**src/fpsr_pkg.sv**
```systemverilog
// Package for the fixed pattern stream replace block.
// Field widths, item mode codes and the hit counter limit.
// No dependencies.
package fpsr_pkg;

  localparam int BYTE_W  = 8;
  localparam int MODE_W  = 2;
  localparam int INDEX_W = 6;
  localparam int LEN_W   = 7;
  localparam int HIT_W   = 24;

  localparam logic [MODE_W-1:0] MODE_LOAD  = 2'd0;
  localparam logic [MODE_W-1:0] MODE_DATA  = 2'd1;
  localparam logic [MODE_W-1:0] MODE_FLUSH = 2'd2;

  localparam logic [HIT_W-1:0] HIT_MAX = {HIT_W{1'b1}};

endpackage

```
**src/fpsr_ram.sv**
```systemverilog
// Generic single write port RAM with one registered read port.
// Used for the replacement pattern store. No dependencies.
module fpsr_ram #(
  parameter int WIDTH = 8,
  parameter int DEPTH = 64
) (
  input  logic                                   clk,
  input  logic                                   we,
  input  logic [(DEPTH > 1 ? $clog2(DEPTH) : 1)-1:0] waddr,
  input  logic [WIDTH-1:0]                       wdata,
  input  logic                                   re,
  input  logic [(DEPTH > 1 ? $clog2(DEPTH) : 1)-1:0] raddr,
  output logic [WIDTH-1:0]                       rdata
);

  logic [WIDTH-1:0] mem [DEPTH];

  always_ff @(posedge clk) begin
    if (we) begin
      mem[waddr] <= wdata;
    end
    if (re) begin
      rdata <= mem[raddr];
    end
  end

endmodule

```
**src/fixed_pattern_stream_replace_top.sv**
```systemverilog
// Top level of the fixed pattern stream replace block.
// Depends on fpsr_pkg and fpsr_ram.
//
// Replaces every leftmost, non-overlapping occurrence of a search pattern in a
// byte stream by an equally long replacement pattern. Mode 0 items load
// pattern byte pairs, mode 1 items carry data bytes, a mode 2 item flushes the
// held bytes unchanged and then gives one count-only result with the hit count.
// Load items and data bytes are taken one per cycle while the input is not
// stalled. A data byte that completes a match holds the input while the
// replacement bytes leave one per cycle through the output register, unless
// the output stalls, read one at a time from the replacement RAM; the overall
// rate stays one byte in per byte out. A flush emits the bytes held in the
// window one at a time and then the count result. A result waiting in the
// output register stalls the input until it transfers; in the cycle it
// transfers, the next item is taken.
module fixed_pattern_stream_replace_top #(
  parameter int MAX_PATTERN = 64
) (
  input  logic                          clk,
  input  logic                          rst,
  input  logic                          cfg_wr_en,
  input  logic [fpsr_pkg::LEN_W-1:0]    cfg_wr_data,
  input  logic                          item_valid,
  output logic                          item_stall,
  input  logic [fpsr_pkg::MODE_W-1:0]   mode,
  input  logic [fpsr_pkg::INDEX_W-1:0]  pattern_index,
  input  logic [fpsr_pkg::BYTE_W-1:0]   search_byte,
  input  logic [fpsr_pkg::BYTE_W-1:0]   replace_byte,
  input  logic [fpsr_pkg::BYTE_W-1:0]   data_byte,
  output logic                          result_valid,
  input  logic                          result_stall,
  output logic [fpsr_pkg::BYTE_W-1:0]   out_byte,
  output logic                          byte_valid,
  output logic                          replaced,
  output logic                          last,
  output logic [fpsr_pkg::HIT_W-1:0]    hit_count
);

  import fpsr_pkg::*;

  localparam int IDX_W = (MAX_PATTERN > 1) ? $clog2(MAX_PATTERN) : 1;
  localparam int LW    = $clog2(MAX_PATTERN + 1);

  localparam logic [1:0] ST_IDLE  = 2'd0;
  localparam logic [1:0] ST_REPL  = 2'd1;
  localparam logic [1:0] ST_FLUSH = 2'd2;

  // configuration and control state
  logic [LEN_W-1:0]  pattern_length;
  logic [1:0]        state, state_next;
  logic [LW-1:0]     fill, fill_next;
  logic [LW-1:0]     rem, rem_next;
  logic [IDX_W-1:0]  rep_idx, rep_idx_next;
  logic [HIT_W-1:0]  hits, hits_next;

  // pattern and window storage
  logic [BYTE_W-1:0] search_store [MAX_PATTERN];
  logic [BYTE_W-1:0] window       [MAX_PATTERN];
  logic [BYTE_W-1:0] window_next  [MAX_PATTERN];
  logic [BYTE_W-1:0] lane         [MAX_PATTERN];

  logic [BYTE_W-1:0] byte_reg;
  logic [BYTE_W-1:0] ram_rdata;
  logic [IDX_W-1:0]  ram_raddr;
  logic              ram_re;

  logic [LW-1:0]     len_eff;
  logic              enabled, full, match;
  logic              advance, item_accept, acc_load, acc_data, acc_flush, idx_ok;
  logic              push, pop, emit;
  logic [BYTE_W-1:0] e_byte;
  logic              e_bv, e_rep, e_last;
  logic [HIT_W-1:0]  e_hits;

  // effective length: zero disables matching but still moves one byte per byte
  always_comb begin
    if (pattern_length == '0) begin
      len_eff = LW'(1);
    end else if (pattern_length > LEN_W'(MAX_PATTERN)) begin
      len_eff = LW'(MAX_PATTERN);
    end else begin
      len_eff = LW'(pattern_length);
    end
  end

  assign enabled     = (pattern_length != '0);
  assign advance     = !result_valid || !result_stall;
  assign item_stall  = (state != ST_IDLE) || !advance;
  assign item_accept = item_valid && !item_stall;
  assign acc_load    = item_accept && (mode == MODE_LOAD);
  assign acc_data    = item_accept && (mode == MODE_DATA);
  assign acc_flush   = item_accept && (mode == MODE_FLUSH);
  assign idx_ok      = ({1'b0, pattern_index} < (INDEX_W + 1)'(MAX_PATTERN));

  // window plus the incoming byte reaches the pattern length
  assign full = ({1'b0, fill} + (LW + 1)'(1)) >= {1'b0, len_eff};

  // front compare: the incoming byte sits at position fill
  always_comb begin
    logic [BYTE_W-1:0] cand;
    match = enabled;
    for (int k = 0; k < MAX_PATTERN; k++) begin
      cand = (LW'(k) == fill) ? data_byte : window[k];
      if ((LW'(k) < len_eff) && (cand != search_store[k])) begin
        match = 1'b0;
      end
    end
  end

  always_comb begin
    push         = 1'b0;
    pop          = 1'b0;
    emit         = 1'b0;
    e_byte       = '0;
    e_bv         = 1'b0;
    e_rep        = 1'b0;
    e_last       = 1'b0;
    e_hits       = '0;
    ram_re       = 1'b0;
    ram_raddr    = rep_idx;
    state_next   = state;
    rem_next     = rem;
    rep_idx_next = rep_idx;
    hits_next    = hits;
    unique case (state)
      ST_IDLE: begin
        if (acc_data) begin
          push = 1'b1;
          if (full) begin
            pop  = 1'b1;
            emit = 1'b1;
            e_bv = 1'b1;
            if (match) begin
              e_rep     = 1'b1;
              ram_re    = 1'b1;
              ram_raddr = '0;
              e_last    = (len_eff == LW'(1));
              if (hits != HIT_MAX) begin
                hits_next = hits + HIT_W'(1);
              end
              if (!e_last) begin
                state_next   = ST_REPL;
                rem_next     = len_eff - LW'(1);
                rep_idx_next = IDX_W'(1);
              end
            end else begin
              e_byte = lane[0];
              e_last = 1'b1;
            end
          end
        end else if (acc_flush) begin
          state_next = ST_FLUSH;
        end
      end
      ST_REPL: begin
        // one window byte retires per replacement byte
        if (advance) begin
          pop          = 1'b1;
          emit         = 1'b1;
          e_bv         = 1'b1;
          e_rep        = 1'b1;
          ram_re       = 1'b1;
          e_last       = (rem == LW'(1));
          rem_next     = rem - LW'(1);
          rep_idx_next = rep_idx + IDX_W'(1);
          if (e_last) begin
            state_next = ST_IDLE;
          end
        end
      end
      ST_FLUSH: begin
        if (advance) begin
          emit = 1'b1;
          if (fill != '0) begin
            pop    = 1'b1;
            e_bv   = 1'b1;
            e_byte = window[0];
          end else begin
            e_last     = 1'b1;
            e_hits     = hits;
            hits_next  = '0;
            state_next = ST_IDLE;
          end
        end
      end
      default: begin
        state_next = ST_IDLE;
      end
    endcase
  end

  // append at fill, then shift down by one on a pop
  always_comb begin
    for (int j = 0; j < MAX_PATTERN; j++) begin
      lane[j] = (push && (LW'(j) == fill)) ? data_byte : window[j];
    end
    for (int i = 0; i < MAX_PATTERN; i++) begin
      if (pop && (i + 1 < MAX_PATTERN)) begin
        window_next[i] = lane[(i + 1 < MAX_PATTERN) ? i + 1 : i];
      end else begin
        window_next[i] = lane[i];
      end
    end
    fill_next = fill + LW'(push) - LW'(pop);
  end

  always_ff @(posedge clk) begin
    if (rst) begin
      pattern_length <= LEN_W'(1);
      state          <= ST_IDLE;
      fill           <= '0;
      rem            <= '0;
      rep_idx        <= '0;
      hits           <= '0;
      result_valid   <= 1'b0;
    end else begin
      if (cfg_wr_en) begin
        pattern_length <= cfg_wr_data;
      end
      state   <= state_next;
      fill    <= fill_next;
      rem     <= rem_next;
      rep_idx <= rep_idx_next;
      hits    <= hits_next;
      if (emit) begin
        result_valid <= 1'b1;
      end else if (!result_stall) begin
        result_valid <= 1'b0;
      end
    end
  end

  always_ff @(posedge clk) begin
    if (acc_load && idx_ok) begin
      search_store[pattern_index[IDX_W-1:0]] <= search_byte;
    end
    window <= window_next;
    if (emit) begin
      byte_reg   <= e_byte;
      byte_valid <= e_bv;
      replaced   <= e_rep;
      last       <= e_last;
      hit_count  <= e_hits;
    end
  end

  fpsr_ram #(
    .WIDTH (BYTE_W),
    .DEPTH (MAX_PATTERN)
  ) u_replace_ram (
    .clk   (clk),
    .we    (acc_load && idx_ok),
    .waddr (pattern_index[IDX_W-1:0]),
    .wdata (replace_byte),
    .re    (ram_re),
    .raddr (ram_raddr),
    .rdata (ram_rdata)
  );

  // RAM read data holds while the output is stalled: reads only on emit
  assign out_byte = replaced ? ram_rdata : byte_reg;

  a_fill_bound: assert property (@(posedge clk) disable iff (rst)
    fill < LW'(MAX_PATTERN))
    else $error("window fill out of range");

  a_repl_rem: assert property (@(posedge clk) disable iff (rst)
    (state == ST_REPL) |-> (rem != '0))
    else $error("replacement burst with nothing left");

  a_count_result: assert property (@(posedge clk) disable iff (rst)
    (result_valid && !byte_valid) |-> (last && (fill == '0) && !replaced))
    else $error("count result with bytes still held");

  a_repl_end: assert property (@(posedge clk) disable iff (rst)
    ((state == ST_REPL) && advance && (rem == LW'(1))) |=>
      ((state == ST_IDLE) && result_valid && last && replaced))
    else $error("replacement burst did not close");

endmodule
```
**config.mk**
```make
export PLATFORM = sky130hd
export DESIGN_NAME = fixed_pattern_stream_replace_top
export DESIGN_NICKNAME = d
export VERILOG_FILES = /design/src/fpsr_pkg.sv /design/src/fpsr_ram.sv /design/src/fixed_pattern_stream_replace_top.sv
export SDC_FILE = /design/constraint.sdc
export NUM_CORES = 2
export LEC_CHECK = 0
export BUFFER_PORTS_ARGS = -buffer_cell sky130_fd_sc_hd__buf_4
export CAP_MARGIN = 10
export CELL_PAD_IN_SITES_DETAIL_PLACEMENT = 0
export CELL_PAD_IN_SITES_GLOBAL_PLACEMENT = 2
export CORE_ASPECT_RATIO = 0.9
export CORE_MARGIN = 4
export CORE_UTILIZATION = 40
export CTS_CLUSTER_DIAMETER = 50
export DETAILED_ROUTE_END_ITERATION = 6
export GPL_TIMING_DRIVEN = 1
export PLACE_DENSITY_LB_ADDON = 0.1
export SKIP_LAST_GASP = 1
export SLEW_MARGIN = 20
export SYNTH_ARGS = -nofsm -noshare
export SYNTH_HDL_FRONTEND = slang
export SYNTH_SLANG_ARGS = --single-unit
```
**constraint.sdc**
```tcl
create_clock -name clk -period 6.9 [get_ports clk]
set_input_delay 0 -clock clk [delete_from_list [all_inputs] [get_ports clk]]
set_output_delay 0 -clock clk [all_outputs]
set_load 0.01 [all_outputs]
```
; Word level (Yosys, flattened, before mapping)
; Memory sizes are Yosys's and may differ from the RTL's. A register that Yosys moved wholly into a read port is not among the register bits.
; Cells that the tools add are included.
[totals]
regBits = 601
ramBits = 1024
input_bits = 44
output_inout_bits = 37
elab_cells = 774
memories = 2
[classes]
add_sub_neg = 7
n_lt_le_gt_ge = 66
eq_ne = 148
muxes = 321
bitwise_logic = 2
reduce_logical = 152
[mem_list]
columns = memory, words, word_bits, rd, rd_clocked_by_memory_dff, wr, line_no
row1 = search_store, 64, 8, 64, 0, 1, fixed_pattern_stream_replace_top.sv:57  ; logic [BYTE_W-1:0] search_store [MAX_PATTERN];
row2 = u_replace_ram.mem, 64, 8, 1, 1, 1, fpsr_ram.sv:16  ; logic [WIDTH-1:0] mem [DEPTH];
[op_table]
columns = op, count
row1 = 8-bit two-way mux, 197
row2 = 8-bit inequality test, 64
row3 = 6-bit by 7-bit == test with 1-bit output (first input constant), 32
row4 = 6-bit by 7-bit < comparator with 1-bit output (first input constant), 32
row5 = 24-bit two-way mux, 6
row6 = 1-bit logical AND, 132
row7 = 5-bit by 7-bit == test with 1-bit output (first input constant), 16
row8 = 5-bit by 7-bit < comparator with 1-bit output (first input constant), 16
row9 = 1-bit two-way mux, 84
row10 = 4-bit by 7-bit == test with 1-bit output (first input constant), 8
row11 = 4-bit by 7-bit < comparator with 1-bit output (first input constant), 8
row12 = 6-bit two-way mux, 9
row13 = 7-bit two-way mux, 7
row14 = 24-bit case mux with 2 select lines, 1
row15 = 3-bit by 7-bit == test with 1-bit output (first input constant), 4
row16 = 3-bit by 7-bit < comparator with 1-bit output (first input constant), 4
row17 = 24-bit by 1-bit adder with 24-bit output (second input constant), 1
row18 = 24-bit inequality test (second input constant), 1
row19 = 2-bit two-way mux, 9
row20 = 2-bit inequality test (second input constant), 9
row21 = 8-bit case mux with 2 select lines, 1
row22 = 2-bit by 7-bit == test with 1-bit output (first input constant), 2
row23 = 7-bit by 1-bit == test with 1-bit output (second input constant), 2
row24 = 7-bit zero test, 2
row25 = 30 further kinds, 49

; Depth between registers and ports, before layout
[logic_depth]
depth_word = 73
depth_mapped = 32
depth_no_buf = 26

; By module
; A second synthesis with hierarchy kept.
[hier_totals]
cells_unflattened = 6866
area_unflattened_um2 = 77324.2
[modules_own_cells]
columns = module, n_inst, cells_each, area_each_um2, seq_area_each_um2
row1 = fixed_pattern_stream_replace_top, 1, 5926, 57077.2, 27756.6
row2 = fpsr_ram, 1, 940, 20246.9, 15615.0

; Least setup slack after synthesis
; OpenSTA, ideal clock, no wires.
[synth_timing]
kind = reg2reg
startpoint = reg pattern_length[6]
endpoint = reg fill[6]
setup_time_ns = 0.070
arrival_ns = 5.839
t_required_ns = 6.830
slack_ns = 0.991
stages_incl_launch_ff = 32
path_buffers = 7
period_less_slack_ns = 5.909
path_cell_list = dfxtp_1 > clkbuf_1 > clkbuf_1 > buf_1 > nor2_1 > ha_1 > nand2b_1 > a21o_1 > a21o_1 > a21o_1 > a21o_1 > a21o_1 > a221oi_1 > nor2_2 > o21bai_1 > clkbuf_1 > inv_2 > clkbuf_1 > clkbuf_1 > buf_1 > ha_1 > inv_1 > ha_1 > inv_1 > fa_1 > inv_1 > a21oi_1 > o21bai_1 > a21oi_1 > nor2_1 > or3_1 > a21oi_1
[synth_via]
elab_chain_cells = 8
word_cells_on_any_way = 9
classes_between = add/sub: 1 / order compare: 2 / mux: 5 / reduce/logical: 1
[synth_rtl]
columns = item, line_no
row1 = from (decl), fixed_pattern_stream_replace_top.sv:49  ; logic [LEN_W-1:0] pattern_length;
row2 = from (signal assigned), fixed_pattern_stream_replace_top.sv:218  ; pattern_length <= cfg_wr_data;
row3 = 7-bit greater-than comparator, fixed_pattern_stream_replace_top.sv:79  ; end else if (pattern_length > LEN_W'(MAX_PATTERN)) begin
row4 = 7-bit two-way mux, fixed_pattern_stream_replace_top.sv:79
row5 = 7-bit two-way mux *, fixed_pattern_stream_replace_top.sv:77  ; if (pattern_length == '0) begin
row6 = 8-bit by 7-bit >= comparator with 1-bit output *, fixed_pattern_stream_replace_top.sv:96  ; assign full = ({1'b0, fill} + (LW + 1)'(1)) >= {1'b0, len_eff};
row7 = 1-bit two-way mux * (2 in a row), -
row8 = 1-bit case mux with 3 select lines *, -
row9 = via e_bv, fixed_pattern_stream_replace_top.sv:72  ; logic e_bv, e_rep, e_last;
row10 = 7-bit by 1-bit subtractor with 7-bit output *, fixed_pattern_stream_replace_top.sv:204  ; fill_next = fill + LW'(push) - LW'(pop);
row11 = to (signal assigned), fixed_pattern_stream_replace_top.sv:221  ; fill <= fill_next;
row12 = to (decl), fixed_pattern_stream_replace_top.sv:51  ; logic [LW-1:0] fill, fill_next;
; The timed path passes the listed nets; every way through them passes the cells marked *.
; A chain may end at the register's enable or synchronous reset.

; Final worst setup path
[layout_timing]
startpoint = reg fill[4]
endpoint = reg u_replace_ram.rdata[4], read port of u_replace_ram.mem (data pin)
[layout_via]
elab_chain_cells = 72
word_cells_on_any_way = 330
classes_between = add/sub: 1 / order compare: 1 / eq/ne: 127 / mux: 136 / reduce/logical: 65
[layout_rtl]
columns = item, line_no
row1 = 7-bit zero test, fixed_pattern_stream_replace_top.sv:103  ; cand = (LW'(k) == fill) ? data_byte : window[k];
row2 = 8-bit two-way mux, fixed_pattern_stream_replace_top.sv:103
row3 = 8-bit inequality test, fixed_pattern_stream_replace_top.sv:104  ; if ((LW'(k) < len_eff) && (cand != search_store[k])) begin
row4 = 1-bit logical AND, fixed_pattern_stream_replace_top.sv:104
row5 = 1-bit two-way mux (64 in a row), fixed_pattern_stream_replace_top.sv:104
row6 = 1-bit two-way mux or 6-bit two-way mux (tied branches), fixed_pattern_stream_replace_top.sv:133  ; if (match) begin
row7 = 1-bit two-way mux or 6-bit two-way mux (tied branches), fixed_pattern_stream_replace_top.sv:129  ; if (full) begin
row8 = 1-bit two-way mux or 6-bit two-way mux (tied branches), fixed_pattern_stream_replace_top.sv:127  ; if (acc_data) begin
row9 = 1-bit case mux with 2 select lines or 6-bit two-way mux (tied branches), fixed_pattern_stream_replace_top.sv:125  ; unique case (state)
row10 = to (decl), fpsr_ram.sv:13  ; output logic [WIDTH-1:0] rdata
; Parallel ways exist; a longest one is shown, timed or not.

==> metrics.csv <==
metric,value,unit
status,finished with violations,
violations,design-rule violations,
hold_class,input port to register,
clock_path_buffers,3,
yosys.area.top_type,edfxtp_1,
crit_family,compound AO/OA/AOI/OAI gates,
synth_nets,6596,
fin_crit_sh,98.83,%
synth_ff_type,edfxtp_1,
synth_cell_types,99,
cp_max_fo,16,
clk_pin_slew,60,ps
dieArea,193900,um2
io_buffers,80,
dp_hpwl,192400,um
synthCells,6514,
cp_slowest_stage_delay,640,ps
p_per_area,345.6,nW/um2
htree_levels,4,
netlist.area_leader.share,42.86,%
ioPinCount,81,
endpoint_kind,register,
cts_tree,done,
p_leak,30.06,nW
cp_cell_sequence,"inv_1, ha_1, buf_4, nand4b_1, buf_4, mux2i_1, a2bb2oi_1, nand4_1, a211oi_1, buf_4, o2111ai_1, nor4_2, o21ai_1, nor4_4, buf_4, buf_4, a22oi_1, a211o_1, a311oi_1, nor4_1",
async_reset_ff_share,0,%
ant_nets,0,
via_per_inst,6.262,
tns,0,ps
clock-root-buffer,clkbuf_16,
p_seq_share,44.2,%
numCtsBuffers,192,
fill_cells,17000,
dieHeight,418.1,um
slew_viol_final,0,
grt_pass1_wl,415800,um
fmax,0.1466,GHz
swShare,32.84,%
ys_ff_latch,1633,
ir_drop,268.9,uV
critPathBufInv,6,
hold_viol_final,0,
rows,150,
wl,294700,um
first_iter_violations,7381,
clock-sinks,1633,
path_class,register to register,
antenna_found_initial,23,
synthTopCellsByArea,"edfxtp_1 (43%), dfxtp_1 (15%), o22ai_1 (5.0%)",
clkPwrFrac,35.1,%
internal-power,19.92,mW
pwr-share-comb,20.8,%
clock_latency,840,ps
grt_use_total,29.47,%
rsz0062_at_grt,no,
period_needed,6819,ps
tightest_slew,1182,ps
utilization,46.19,%
p_switching,9.740,mW
worstPathRequired,7450,ps
drc,1,
syn_avg_cell_area,11.48,um2
core_area,185800,um2
detailedPlace.worstSlack,76.84,ps
overflow,0,
fin_ws,80.59,ps
cp.arrival,7370,ps
first_global_vias,55130,
setup_violations,0,
yosysSeqAreaShare,58.01,%
fin_nets,6754,
crit_top_cell,buf_4,
skew,46.70,ps
critPathLaunchType,register,
drtPass1Iterations,7,
avgRoutedWirePerCell,31.76,um
slew_headroom,20.81,%
vias,58100,
synth_edf_count,1067,
holdWs,95.55,ps
gp_congestion,0.8946,
areaGrowthSynthToFinish,14.81,%
maxCapViolCount,0,
drive_above_1_share,12.19,%
place_area,78680,um2
die_w,463.7,um
post-route-cell-area,85830,um2
start_util,40.24,%
synthesis.area,74760,um2
ys_warn_count,0,
grt_max_degree,142,
cpMaxStageDelayCell,ha_1,
power by group through the flow:
stage	Combinational (mW)	Sequential [mW]	Clock, mW
floorplan	4.27	12.5	0
global placement	5.91	13.2	0
detailed placement	5.98	13.2	0
CTS	6.04	13.0	10.6
global route	6.70	13.2	11.0
finish	6.16	13.1	10.4
cell type report:
class	instances	area, um2	area share (%)
antenna	5	12.51	0.01458
clock buffer	247	5259	6.127
clock inverter	115	1242	1.448
inverter	307	1192	1.389
multi-input combinational	4198	28810	33.56
sequential	1633	43390	50.55
tap	2432	3043	3.545
timing repair buffer	340	2889	3.366
Yosys cell counts, drive strengths merged (18+ instances only):
| library cell | count |
|---|---|
| and4b | 22 |
| and3 | 21 |
| o2111ai | 26 |
| nor3 | 80 |
| a222oi | 44 |
| o211ai | 42 |
| a31oi | 42 |
| or2 | 18 |
| a2111oi | 28 |
| inv | 304 |
| nor4 | 70 |
| a211oi | 38 |
| o31ai | 18 |
| nand4 | 40 |
| xor2 | 232 |
| dfxtp | 566 |
| mux2 | 29 |
| o22ai | 592 |
| nand4b | 50 |
| a32o | 20 |
| mux4 | 85 |
| ha | 37 |
| nor2b | 45 |
| and2 | 41 |
| or3 | 19 |
| nand2b | 81 |
| xnor2 | 231 |
| a22oi | 20 |
| nand2 | 343 |
| clkbuf | 226 |
| a221oi | 71 |
| edfxtp | 1067 |
| o221ai | 67 |
| mux2i | 164 |
| buf | 150 |
| a21oi | 700 |
| nor2 | 362 |
| o21ai | 255 |
| nand3 | 75 |
per-stage QoR:
stage,power [mW],instances
6_report,29.66,9277
2_1_floorplan,16.79,6514
3_3_place_gp,19.16,8850
5_1_grt,30.84,9273
3_5_place_dp,19.21,8850
4_1_cts,29.63,9272
per-layer routing:
metal / track usage [%] / share of wire (%) / routed length [um] / up-vias
li1: - / - / - / 25450
met5: 0 / 0.0098 / 29 / -
met2: 44.47 / 44 / 129100 / 2703
met3: 5.332 / 8.0 / 23690 / 439
met4: 8.409 / 2.9 / 8592 / 4
met1: 43.38 / 45 / 133300 / 29500
cell families (layout without fill, tap and decap cells):
| logic type | after synthesis | in the layout | share of synthesized area [%] |
|---|---|---|---|
| AO/OA/AOI/OAI | 2122 | 2122 | 17.92 |
| flip-flops | 1633 | 1633 | 58.01 |
| AND/OR/NAND/NOR | 1297 | 1297 | 9.043 |
| buffers and inverters | 683 | 1009 | 3.762 |
| XOR/XNOR | 463 | 463 | 5.424 |
| multiplexers | 278 | 278 | 5.193 |
| adder cells (fa/ha/maj) | 38 | 38 | 0.6460 |
| other | 0 | 5 | 0 |
cells in the final DEF (no fill, tap or decap), drive strengths merged, types with 67 or more instances in the layout:
| master | netlist | layout |
|---|---|---|
| a21oi | 700 | 700 |
| a221oi | 71 | 71 |
| buf | 150 | 280 |
| clkbuf | 226 | 247 |
| clkinv | 3 | 74 |
| dfxtp | 566 | 566 |
| edfxtp | 1067 | 1067 |
| inv | 304 | 325 |
| mux2i | 164 | 164 |
| mux4 | 85 | 85 |
| nand2 | 343 | 343 |
| nand2b | 81 | 81 |
| nand3 | 75 | 75 |
| nor2 | 362 | 362 |
| nor3 | 80 | 80 |
| nor4 | 70 | 70 |
| o21ai | 255 | 255 |
| o221ai | 67 | 67 |
| o22ai | 592 | 592 |
| xnor2 | 231 | 231 |
| xor2 | 232 | 232 |
repair_timing:
| item | CTS | global route |
|---|---|---|
| setup endpoints to repair | 0 | 41 |
| gates resized for setup | 0 | 4 |
| endpoints found under the hold margin | 810 | 0 |
| hold buffers | 60 | 0 |
| setup buffers | 0 | 0 |
tightest hold or removal path: stages:
cell and delay [ps]:
buf_4 190, a211o_1 150, dlygate4sd3_1 540
final timing paths:
| kind | start | endpoint | slack (ps) | depth (start not counted) |
|---|---|---|---|---|
| setup / recovery | fill[4]$_SDFF_PP0_ | u_replace_ram.rdata[4]$_DFFE_PP_ | 80 | 20 |
| setup reg to reg | fill[4]$_SDFF_PP0_ | u_replace_ram.rdata[4]$_DFFE_PP_ | 80 | 20 |
| hold reg to reg | rem[4]$_SDFFE_PP0P_ | rem[4]$_SDFFE_PP0P_ | 500 | 2 |
| hold / removal | cfg_wr_en | pattern_length[0]$_SDFFE_PP1P_ | 100 | 3 |
Power figures use the tool's default switching activity.
